### config.mk
export PLATFORM = sky130hd
export DESIGN_NAME = telemetry_packet_framer_crc8_unit
export DESIGN_NICKNAME = d
export VERILOG_FILES = /design/src/rtl/tpfc_pkg.sv /design/src/rtl/tpfc_front.sv /design/src/rtl/tpfc_queue.sv /design/src/rtl/tpfc_back.sv /design/src/rtl/telemetry_packet_framer_crc8_unit.sv
export SDC_FILE = /design/constraint.sdc
export NUM_CORES = 1
export LEC_CHECK = 0
export BUFFER_PORTS_ARGS = -buffer_cell sky130_fd_sc_hd__buf_4
export CAP_MARGIN = 5
export CORE_ASPECT_RATIO = 2
export CORE_UTILIZATION = 64
export DETAILED_ROUTE_END_ITERATION = 10
export PLACE_DENSITY = 0.8
export SLEW_MARGIN = 20
export SYNTH_ARGS = -nofsm -noshare
export SYNTH_HDL_FRONTEND = slang
export SYNTH_SLANG_ARGS = --single-unit
### constraint.sdc
create_clock -name clk -period 5 [get_ports clk]
set_input_delay 0.25 -clock clk [delete_from_list [all_inputs] [get_ports clk]]
set_output_delay 0.25 -clock clk [all_outputs]
set_load 0.01 [all_outputs]
### src/rtl/tpfc_pkg.sv
package tpfc_pkg;

    localparam int PACKET_BYTES = 44;
    localparam int PAYLOAD_LEN  = PACKET_BYTES - 4;
    localparam int CNT_W        = $clog2(PAYLOAD_LEN + 1);

    localparam int NUM_REGS  = 3;
    localparam int CFG_IDX_W = $clog2(NUM_REGS);

    localparam logic [CFG_IDX_W-1:0] REG_START_MARKER = CFG_IDX_W'(0);
    localparam logic [CFG_IDX_W-1:0] REG_TYPE_A_ID    = CFG_IDX_W'(1);
    localparam logic [CFG_IDX_W-1:0] REG_TYPE_B_ID    = CFG_IDX_W'(2);

    localparam logic [7:0] START_MARKER_RST = 8'hFE;
    localparam logic [7:0] TYPE_A_ID_RST    = 8'hAA;
    localparam logic [7:0] TYPE_B_ID_RST    = 8'hBB;
    localparam logic [7:0] CRC_POLY         = 8'h8C;
    localparam logic [7:0] CRC_INIT         = 8'h00;

    localparam int QUEUE_DEPTH = 4;
    localparam int QPTR_W      = $clog2(QUEUE_DEPTH);
    localparam int QCNT_W      = $clog2(QUEUE_DEPTH + 1);

    typedef struct packed {
        logic [7:0]       data;
        logic             start;
        logic             close;
        logic [7:0]       marker;
        logic [7:0]       id;
        logic [7:0]       seq;
        logic [CNT_W-1:0] pad;
    } entry_t;

    typedef enum logic [5:0] {
        PH_ENTRY = 6'b000001,
        PH_ID    = 6'b000010,
        PH_SEQ   = 6'b000100,
        PH_DATA  = 6'b001000,
        PH_PAD   = 6'b010000,
        PH_CRC   = 6'b100000
    } phase_t;

    function automatic logic [7:0] crc8_update(input logic [7:0] crc_in,
                                               input logic [7:0] data_in);
        logic [7:0] crc;
        logic [7:0] d;
        logic       mix;
        crc = crc_in;
        d   = data_in;
        for (int i = 0; i < 8; i++)
        begin
            mix = crc[0] ^ d[0];
            crc = crc >> 1;
            if (mix)
            begin
                crc = crc ^ CRC_POLY;
            end
            d = d >> 1;
        end
        return crc;
    endfunction

endpackage

### src/rtl/tpfc_front.sv
module tpfc_front (
    input  logic                           clk,
    input  logic                           rst_n,
    input  logic                           cfg_write,
    input  logic [tpfc_pkg::CFG_IDX_W-1:0] cfg_index,
    input  logic [7:0]                     cfg_data,
    input  logic                           payload_valid,
    output logic                           payload_ready,
    input  logic [7:0]                     payload_byte,
    input  logic                           payload_last,
    input  logic                           q_full,
    output logic                           q_push,
    output tpfc_pkg::entry_t               q_entry
);

    logic [7:0] start_marker_reg;
    logic [7:0] type_a_id_reg;
    logic [7:0] type_b_id_reg;

    logic                       in_packet_reg, in_packet_next;
    logic [tpfc_pkg::CNT_W-1:0] count_reg, count_next;
    logic [7:0]                 seq_reg, seq_next;
    logic                       next_b_reg, next_b_next;

    logic                       start;
    logic                       close;
    logic [tpfc_pkg::CNT_W-1:0] count_after;
    logic [7:0]                 seq_hdr;

    assign payload_ready = !q_full;
    assign q_push        = payload_valid && !q_full;

    always_comb
    begin
        start       = !in_packet_reg;
        count_after = (start ? '0 : count_reg) + tpfc_pkg::CNT_W'(1);
        close       = payload_last
                      || (count_after >= tpfc_pkg::CNT_W'(tpfc_pkg::PAYLOAD_LEN));
        seq_hdr     = seq_reg + 8'd1;

        q_entry.data   = payload_byte;
        q_entry.start  = start;
        q_entry.close  = close;
        q_entry.marker = start_marker_reg;
        q_entry.id     = next_b_reg ? type_b_id_reg : type_a_id_reg;
        q_entry.seq    = seq_hdr;
        q_entry.pad    = tpfc_pkg::CNT_W'(tpfc_pkg::PAYLOAD_LEN) - count_after;

        in_packet_next = in_packet_reg;
        count_next     = count_reg;
        seq_next       = seq_reg;
        next_b_next    = next_b_reg;
        if (q_push)
        begin
            if (start)
            begin
                seq_next = seq_hdr;
            end
            if (close)
            begin
                in_packet_next = 1'b0;
                count_next     = '0;
                next_b_next    = !next_b_reg;
            end
            else
            begin
                in_packet_next = 1'b1;
                count_next     = count_after;
            end
        end
    end

    always_ff @(posedge clk or negedge rst_n)
    begin
        if (!rst_n)
        begin
            in_packet_reg <= 1'b0;
            count_reg     <= '0;
            seq_reg       <= '0;
            next_b_reg    <= 1'b0;
        end
        else
        begin
            in_packet_reg <= in_packet_next;
            count_reg     <= count_next;
            seq_reg       <= seq_next;
            next_b_reg    <= next_b_next;
        end
    end

    always_ff @(posedge clk or negedge rst_n)
    begin
        if (!rst_n)
        begin
            start_marker_reg <= tpfc_pkg::START_MARKER_RST;
            type_a_id_reg    <= tpfc_pkg::TYPE_A_ID_RST;
            type_b_id_reg    <= tpfc_pkg::TYPE_B_ID_RST;
        end
        else if (cfg_write)
        begin
            if (cfg_index == tpfc_pkg::REG_START_MARKER)
            begin
                start_marker_reg <= cfg_data;
            end
            else if (cfg_index == tpfc_pkg::REG_TYPE_A_ID)
            begin
                type_a_id_reg <= cfg_data;
            end
            else if (cfg_index == tpfc_pkg::REG_TYPE_B_ID)
            begin
                type_b_id_reg <= cfg_data;
            end
        end
    end

endmodule

### src/rtl/tpfc_queue.sv
module tpfc_queue (
    input  logic              clk,
    input  logic              rst_n,
    input  logic              push,
    input  tpfc_pkg::entry_t  push_entry,
    output logic              full,
    input  logic              pop,
    output logic              head_valid,
    output tpfc_pkg::entry_t  head_entry
);

    tpfc_pkg::entry_t mem [tpfc_pkg::QUEUE_DEPTH];

    logic [tpfc_pkg::QPTR_W-1:0] wr_ptr_reg, wr_ptr_next;
    logic [tpfc_pkg::QPTR_W-1:0] rd_ptr_reg, rd_ptr_next;
    logic [tpfc_pkg::QCNT_W-1:0] cnt_reg, cnt_next;

    logic do_push;
    logic do_pop;

    assign full       = (cnt_reg == tpfc_pkg::QCNT_W'(tpfc_pkg::QUEUE_DEPTH));
    assign head_valid = (cnt_reg != '0);
    assign head_entry = mem[rd_ptr_reg];
    assign do_push    = push && !full;
    assign do_pop     = pop && head_valid;

    always_comb
    begin
        wr_ptr_next = wr_ptr_reg;
        rd_ptr_next = rd_ptr_reg;
        cnt_next    = cnt_reg;
        if (do_push)
        begin
            wr_ptr_next = (wr_ptr_reg == tpfc_pkg::QPTR_W'(tpfc_pkg::QUEUE_DEPTH - 1))
                          ? '0 : wr_ptr_reg + tpfc_pkg::QPTR_W'(1);
        end
        if (do_pop)
        begin
            rd_ptr_next = (rd_ptr_reg == tpfc_pkg::QPTR_W'(tpfc_pkg::QUEUE_DEPTH - 1))
                          ? '0 : rd_ptr_reg + tpfc_pkg::QPTR_W'(1);
        end
        if (do_push && !do_pop)
        begin
            cnt_next = cnt_reg + tpfc_pkg::QCNT_W'(1);
        end
        else if (do_pop && !do_push)
        begin
            cnt_next = cnt_reg - tpfc_pkg::QCNT_W'(1);
        end
    end

    always_ff @(posedge clk)
    begin
        if (do_push)
        begin
            mem[wr_ptr_reg] <= push_entry;
        end
    end

    always_ff @(posedge clk or negedge rst_n)
    begin
        if (!rst_n)
        begin
            wr_ptr_reg <= '0;
            rd_ptr_reg <= '0;
            cnt_reg    <= '0;
        end
        else
        begin
            wr_ptr_reg <= wr_ptr_next;
            rd_ptr_reg <= rd_ptr_next;
            cnt_reg    <= cnt_next;
        end
    end

endmodule

### src/rtl/tpfc_back.sv
module tpfc_back (
    input  logic              clk,
    input  logic              rst_n,
    input  logic              head_valid,
    input  tpfc_pkg::entry_t  head_entry,
    output logic              pop,
    output logic              out_valid,
    input  logic              out_ready,
    output logic [7:0]        out_byte,
    output logic              packet_end
);

    tpfc_pkg::phase_t           phase_reg, phase_next;
    logic [tpfc_pkg::CNT_W-1:0] pad_reg, pad_next;
    logic [7:0]                 crc_reg, crc_next;
    logic                       out_valid_reg, out_valid_next;
    logic [7:0]                 out_byte_reg;
    logic                       packet_end_reg;

    logic                       adv;
    logic [7:0]                 emit_byte;
    logic                       emit_end;
    logic                       take;
    tpfc_pkg::phase_t           after_data;

    assign adv        = head_valid && (!out_valid_reg || out_ready);
    assign pop        = adv && take;
    assign out_valid  = out_valid_reg;
    assign out_byte   = out_byte_reg;
    assign packet_end = packet_end_reg;

    always_comb
    begin
        if (!head_entry.close)
        begin
            after_data = tpfc_pkg::PH_ENTRY;
        end
        else if (head_entry.pad != '0)
        begin
            after_data = tpfc_pkg::PH_PAD;
        end
        else
        begin
            after_data = tpfc_pkg::PH_CRC;
        end
    end

    always_comb
    begin
        phase_next = phase_reg;
        pad_next   = pad_reg;
        emit_byte  = '0;
        emit_end   = 1'b0;
        take       = 1'b0;
        unique case (phase_reg)
            tpfc_pkg::PH_ENTRY:
            begin
                if (head_entry.start)
                begin
                    emit_byte  = head_entry.marker;
                    phase_next = tpfc_pkg::PH_ID;
                end
                else
                begin
                    emit_byte  = head_entry.data;
                    phase_next = after_data;
                    pad_next   = head_entry.pad;
                    take       = !head_entry.close;
                end
            end
            tpfc_pkg::PH_ID:
            begin
                emit_byte  = head_entry.id;
                phase_next = tpfc_pkg::PH_SEQ;
            end
            tpfc_pkg::PH_SEQ:
            begin
                emit_byte  = head_entry.seq;
                phase_next = tpfc_pkg::PH_DATA;
            end
            tpfc_pkg::PH_DATA:
            begin
                emit_byte  = head_entry.data;
                phase_next = after_data;
                pad_next   = head_entry.pad;
                take       = !head_entry.close;
            end
            tpfc_pkg::PH_PAD:
            begin
                emit_byte = '0;
                pad_next  = pad_reg - tpfc_pkg::CNT_W'(1);
                if (pad_reg == tpfc_pkg::CNT_W'(1))
                begin
                    phase_next = tpfc_pkg::PH_CRC;
                end
            end
            tpfc_pkg::PH_CRC:
            begin
                emit_byte  = crc_reg;
                emit_end   = 1'b1;
                take       = 1'b1;
                phase_next = tpfc_pkg::PH_ENTRY;
            end
            default:
            begin
                phase_next = tpfc_pkg::PH_ENTRY;
            end
        endcase

        crc_next = emit_end ? tpfc_pkg::CRC_INIT
                            : tpfc_pkg::crc8_update(crc_reg, emit_byte);

        if (adv)
        begin
            out_valid_next = 1'b1;
        end
        else if (out_ready)
        begin
            out_valid_next = 1'b0;
        end
        else
        begin
            out_valid_next = out_valid_reg;
        end
    end

    always_ff @(posedge clk or negedge rst_n)
    begin
        if (!rst_n)
        begin
            phase_reg     <= tpfc_pkg::PH_ENTRY;
            pad_reg       <= '0;
            crc_reg       <= tpfc_pkg::CRC_INIT;
            out_valid_reg <= 1'b0;
        end
        else
        begin
            out_valid_reg <= out_valid_next;
            if (adv)
            begin
                phase_reg <= phase_next;
                pad_reg   <= pad_next;
                crc_reg   <= crc_next;
            end
        end
    end

    always_ff @(posedge clk)
    begin
        if (adv)
        begin
            out_byte_reg   <= emit_byte;
            packet_end_reg <= emit_end;
        end
    end

endmodule

### src/rtl/telemetry_packet_framer_crc8_unit.sv
// Telemetry packet framer: payload bytes in, fixed 44-byte packets out (start marker,
// type id, sequence number, 40 payload bytes zero padded after a byte marked last,
// reflected CRC-8/MAXIM). The back end emits one packet byte per cycle from its output
// register while the queue holds an entry and out_ready does not stall it; payload bytes
// are taken one per cycle into a four-entry queue and input stalls once the queue fills
// while the header, padding and CRC bytes go out. A transfer in passes through the queue
// memory and the output register. Register writes take effect from the next packet start.
module telemetry_packet_framer_crc8_unit (
    input  logic                           clk,
    input  logic                           rst_n,
    input  logic                           cfg_write,
    input  logic [tpfc_pkg::CFG_IDX_W-1:0] cfg_index,
    input  logic [7:0]                     cfg_data,
    input  logic                           payload_valid,
    output logic                           payload_ready,
    input  logic [7:0]                     payload_byte,
    input  logic                           payload_last,
    output logic                           out_valid,
    input  logic                           out_ready,
    output logic [7:0]                     out_byte,
    output logic                           packet_end
);

    logic             q_full;
    logic             q_push;
    tpfc_pkg::entry_t q_entry;
    logic             q_pop;
    logic             head_valid;
    tpfc_pkg::entry_t head_entry;

    tpfc_front u_front (
        .clk           (clk),
        .rst_n         (rst_n),
        .cfg_write     (cfg_write),
        .cfg_index     (cfg_index),
        .cfg_data      (cfg_data),
        .payload_valid (payload_valid),
        .payload_ready (payload_ready),
        .payload_byte  (payload_byte),
        .payload_last  (payload_last),
        .q_full        (q_full),
        .q_push        (q_push),
        .q_entry       (q_entry)
    );

    tpfc_queue u_queue (
        .clk        (clk),
        .rst_n      (rst_n),
        .push       (q_push),
        .push_entry (q_entry),
        .full       (q_full),
        .pop        (q_pop),
        .head_valid (head_valid),
        .head_entry (head_entry)
    );

    tpfc_back u_back (
        .clk        (clk),
        .rst_n      (rst_n),
        .head_valid (head_valid),
        .head_entry (head_entry),
        .pop        (q_pop),
        .out_valid  (out_valid),
        .out_ready  (out_ready),
        .out_byte   (out_byte),
        .packet_end (packet_end)
    );

endmodule

==> impl_metrics.csv <==
group,metric,value,unit
run_status,outcome,"complete, no violations",
sta,fin_crit,3.372,ns
cells_and_area,diodes,0,
logic_synthesis,syn_avg_cell_area,16.88,sq um
worst_setup_path,start_kind,"flip-flop",
logic_synthesis,syn_nets,628,
worst_setup_path,r2r_cells,7,
logic_synthesis,synth_top_area_share,0.5069,
power_and_ir_drop,p_int,4.990,mW
routing,drt.antenna.violating_nets,0,
worst_setup_path,r2r_setup_slack,1.63,ns
power_and_ir_drop,switchingPower,2.313,mW
worst_setup_path,path_cells,"buf_4 -> mux4_2 -> a22o_1 -> a221oi_2 -> mux2i_4 -> xnor3_1 -> mux2_2",
worst_setup_path,crit_required,5.38,ns
worst_setup_path,crit_start,"u_queue.rd_ptr_reg[0]$_DFFE_PN0P_",
grt,met2_usage,0.4555,
logic_synthesis,synth_warnings,0,
cts,clock_latency,0.49,ns
cts,cts.sinks,237,
power_and_ir_drop,combPwrFrac,0.369,
die,die_x,90.44,microns
logic_synthesis,synth_top_area_cell,"edfxtp_1",
die,num_rows,64,
routing,viasPerCell,6.158,
logic_synthesis,synthTopCellsByArea,"edfxtp_1 51%, dfrtp_1 12%, mux4_2 8.5%",
cells_and_area,layout_commonest_cell,"edfxtp_1",
worst_setup_path,crit_fanout,42,
logic_synthesis,netlist_area,10010,sq um
routing,via_count,5290,
place,preCtsSetupSlack,1.571,ns
routing,drt_iter0_drc,385,
logic_synthesis,synth_ff_type,"edfxtp_1",
logic_synthesis,synth_cells,593,
min_path,hold_depth,4,
worst_setup_path,cp_slowest_cell,"buf_4",
cells_and_area,final_core_util,0.7338,
die,dieArea,16180,sq um
logic_synthesis,synthArstFlopShare,0.2869,
cells_and_area,seq_area,6800,sq um
routing,drc,0,
sta,fin_skew,0.01276,ns
sta,setup-violations-final,0,
sta,setup_tns,0,ns
power_and_ir_drop,swShare,0.3167,
sta,slew_headroom,0.2910,
grt,met1_usage,0.2871,
cells_and_area,layout-drive-gt1-share,0.2708,
worst_setup_path,crit_type,"flip-flop to flip-flop",
power_and_ir_drop,pwr-share-clk,0.209,
logic_synthesis,synth_seq_cells,237,
grt,grtUsageMet3,0.03011,
power_and_ir_drop,power_frac_seq,0.421,
cts,cts_resized,0,
cts,cts_buffers,20,
sta,finalCritPeriodShare,0.6743,
die,coreArea,15290,sq um
worst_setup_path,crit_path_end,"u_back.crc_reg[2]$_DFFE_PN0P_",
cts,h-tree-depth,1,
cells_and_area,layout.nets,682,
worst_setup_path,rr_startpoint,"u_queue.rd_ptr_reg[0]$_DFFE_PN0P_",
grt,grtUsageTotal,0.2486,
logic_synthesis,ys_seq_area_frac,0.6792,
grt,grt_pass1_vias,5647,
grt,grt_start_max_net_pins,69,
grt,grt_pass1_wl,30130,microns
logic_synthesis,synth_cell_types,55,
sta,fmax,296.6,MHz
cells_and_area,largest_reg_flops,160,
grt,busiest_layer,"met2",
cells_and_area,syn_to_final_growth,12.11,%
die,num_io_pins,35,
place,gp_congestion,0.8803,
cells_and_area,mostFrequentLayoutCells,"169 x edfxtp_1, 53 x nand2_1, 49 x dfrtp_1",
worst_setup_path,cpPeakStageDelay,0.63,ns
worst_setup_path,reg2reg_to,"u_back.crc_reg[2]$_DFFE_PN0P_",
grt,gr-total-overflow,0,
sta,rsz0062_at_grt,"false",
power_and_ir_drop,power.leakage,4.103,nW
cells_and_area,fill_cells,922,
place,io_buffers,34,
cells_and_area,multi_input_area,3047,sq um
cts,post_cts_buffers,0,
sta,slew_violations,0,
run,maxCapViolations,0,
power_and_ir_drop,power.density,650.7,nW/um^2
place,dpl.hpwl,12340,microns
routing,drt_pass1_iterations,5,
cts,cts_tree,"yes",
cts,clock_path_buffers,3,
die,start_util,0.6545,
sta,tightestPinTransition,1.064,ns
sta,hold_viol,0,
sta,whs,0.01653,ns
die,die_h,178.9,microns
cts,cts-root-buf,"clkbuf_16",
worst_setup_path,crit_path_end_kind,"flip-flop",
sta,setup_ws,1.628,ns
min_path,hold_class,"input pin to flip-flop",
worst_setup_path,worstPathArrival,3.75,ns
routing,wl_per_cell,22.20,microns
routing,routed_wl,19070,microns
power_and_ir_drop,irDropWorstVdd,0.3648,mV
cells_and_area,regMostFlops,"u_queue.mem",
grt,antenna_found_initial,0,
cts,clkTransAtPathRegs,0.07,ns
logic_synthesis,synth_edf_count,169,
power groups by stage:
stage          logic (mW)  clock network (mW)  registers (mW)
3_5_place_dp         2.70                   0            3.11
6_report             2.70                1.53            3.08
5_1_grt              2.93                1.62            3.12
4_1_cts              2.72                1.55            3.08
3_3_place_gp         2.60                   0            3.06
2_1_floorplan        2.14                   0            3.02
layout make-up:
cell class,instances,share of cell area
well taps,198,0.02207
flip-flops and latches,237,0.6059
clock inverters,7,0.003233
multi-input cells,322,0.2715
clock buffers,29,0.05507
inverters,15,0.005017
repair buffers,51,0.03724
cell usage after synthesis (5+ instances only):
master,instances
o21ai_0,22
dfstp_2,18
and3_1,6
mux4_2,38
dfrtp_1,50
xor2_1,13
clkbuf_1,8
o21ai_1,5
buf_6,5
edfxtp_1,169
xnor2_1,21
a22o_1,8
ha_1,10
nor2_1,20
nor2b_1,5
mux2_2,39
inv_1,13
nor3_1,12
nand2_1,53
a21oi_1,5
nand3_1,9
nand3b_1,5
critical path, delay by kind of cell (launching register included):
family	cells	cell delay (ns)
mux	3	1.24
xor+xnor	1	0.43
flops	1	0.38
compound gates	2	0.57
buf+inv	1	0.63
worst min path at each step:
stage	slack [ns]	end	startpoint
finish	0.02	u_back.out_valid$_DFFE_PN0P_	out_ready
global route	0.01	u_front.start_marker_reg[2]$_DFFE_PN1P_	cfg_data[2]
CTS	0.007	u_front.start_marker_reg[2]$_DFFE_PN1P_	cfg_data[2]
detailed placement	0.44	u_back.crc_reg[7]$_DFFE_PN0P_	rst_n
global placement	0.43	u_back.crc_reg[1]$_DFFE_PN0P_	rst_n
floorplan	-0.05	u_back.crc_reg[0]$_DFFE_PN0P_	rst_n
kinds of logic (layout without fill, tap and decap cells):
| kind of cell | Yosys count | count (layout) | synth area share |
|---|---|---|---|
| compound gates | 61 | 61 | 0.04174 |
| xor+xnor | 40 | 40 | 0.04375 |
| fa+ha+maj | 11 | 11 | 0.01450 |
| buf+inv | 34 | 102 | 0.01737 |
| flops | 237 | 237 | 0.6792 |
| mux | 82 | 82 | 0.1394 |
| simple gates | 128 | 128 | 0.06412 |
per-stage QoR:
stage          cell area, sq um  total power [mW]  cells
6_report                  11220             7.303    859
5_1_grt                   11220             7.670    859
4_1_cts                   11220             7.355    859
3_5_place_dp              10430             5.811    809
3_3_place_gp              10430             5.659    809
2_1_floorplan             10010             5.165    593
what timing repair did:
item                                    4_1_cts  5_1_grt
hold buffers                                 14        0
endpoints found under the setup margin        0        0
endpoints found under the hold margin        96        0
per-layer routing:
metal,vias up,routed length (microns)
met5,-,0
met3,49,817
met2,177,10520
met1,2684,6906
met4,0,821
li1,2380,-
No activity file was read; power rests on OpenSTA's default activity.
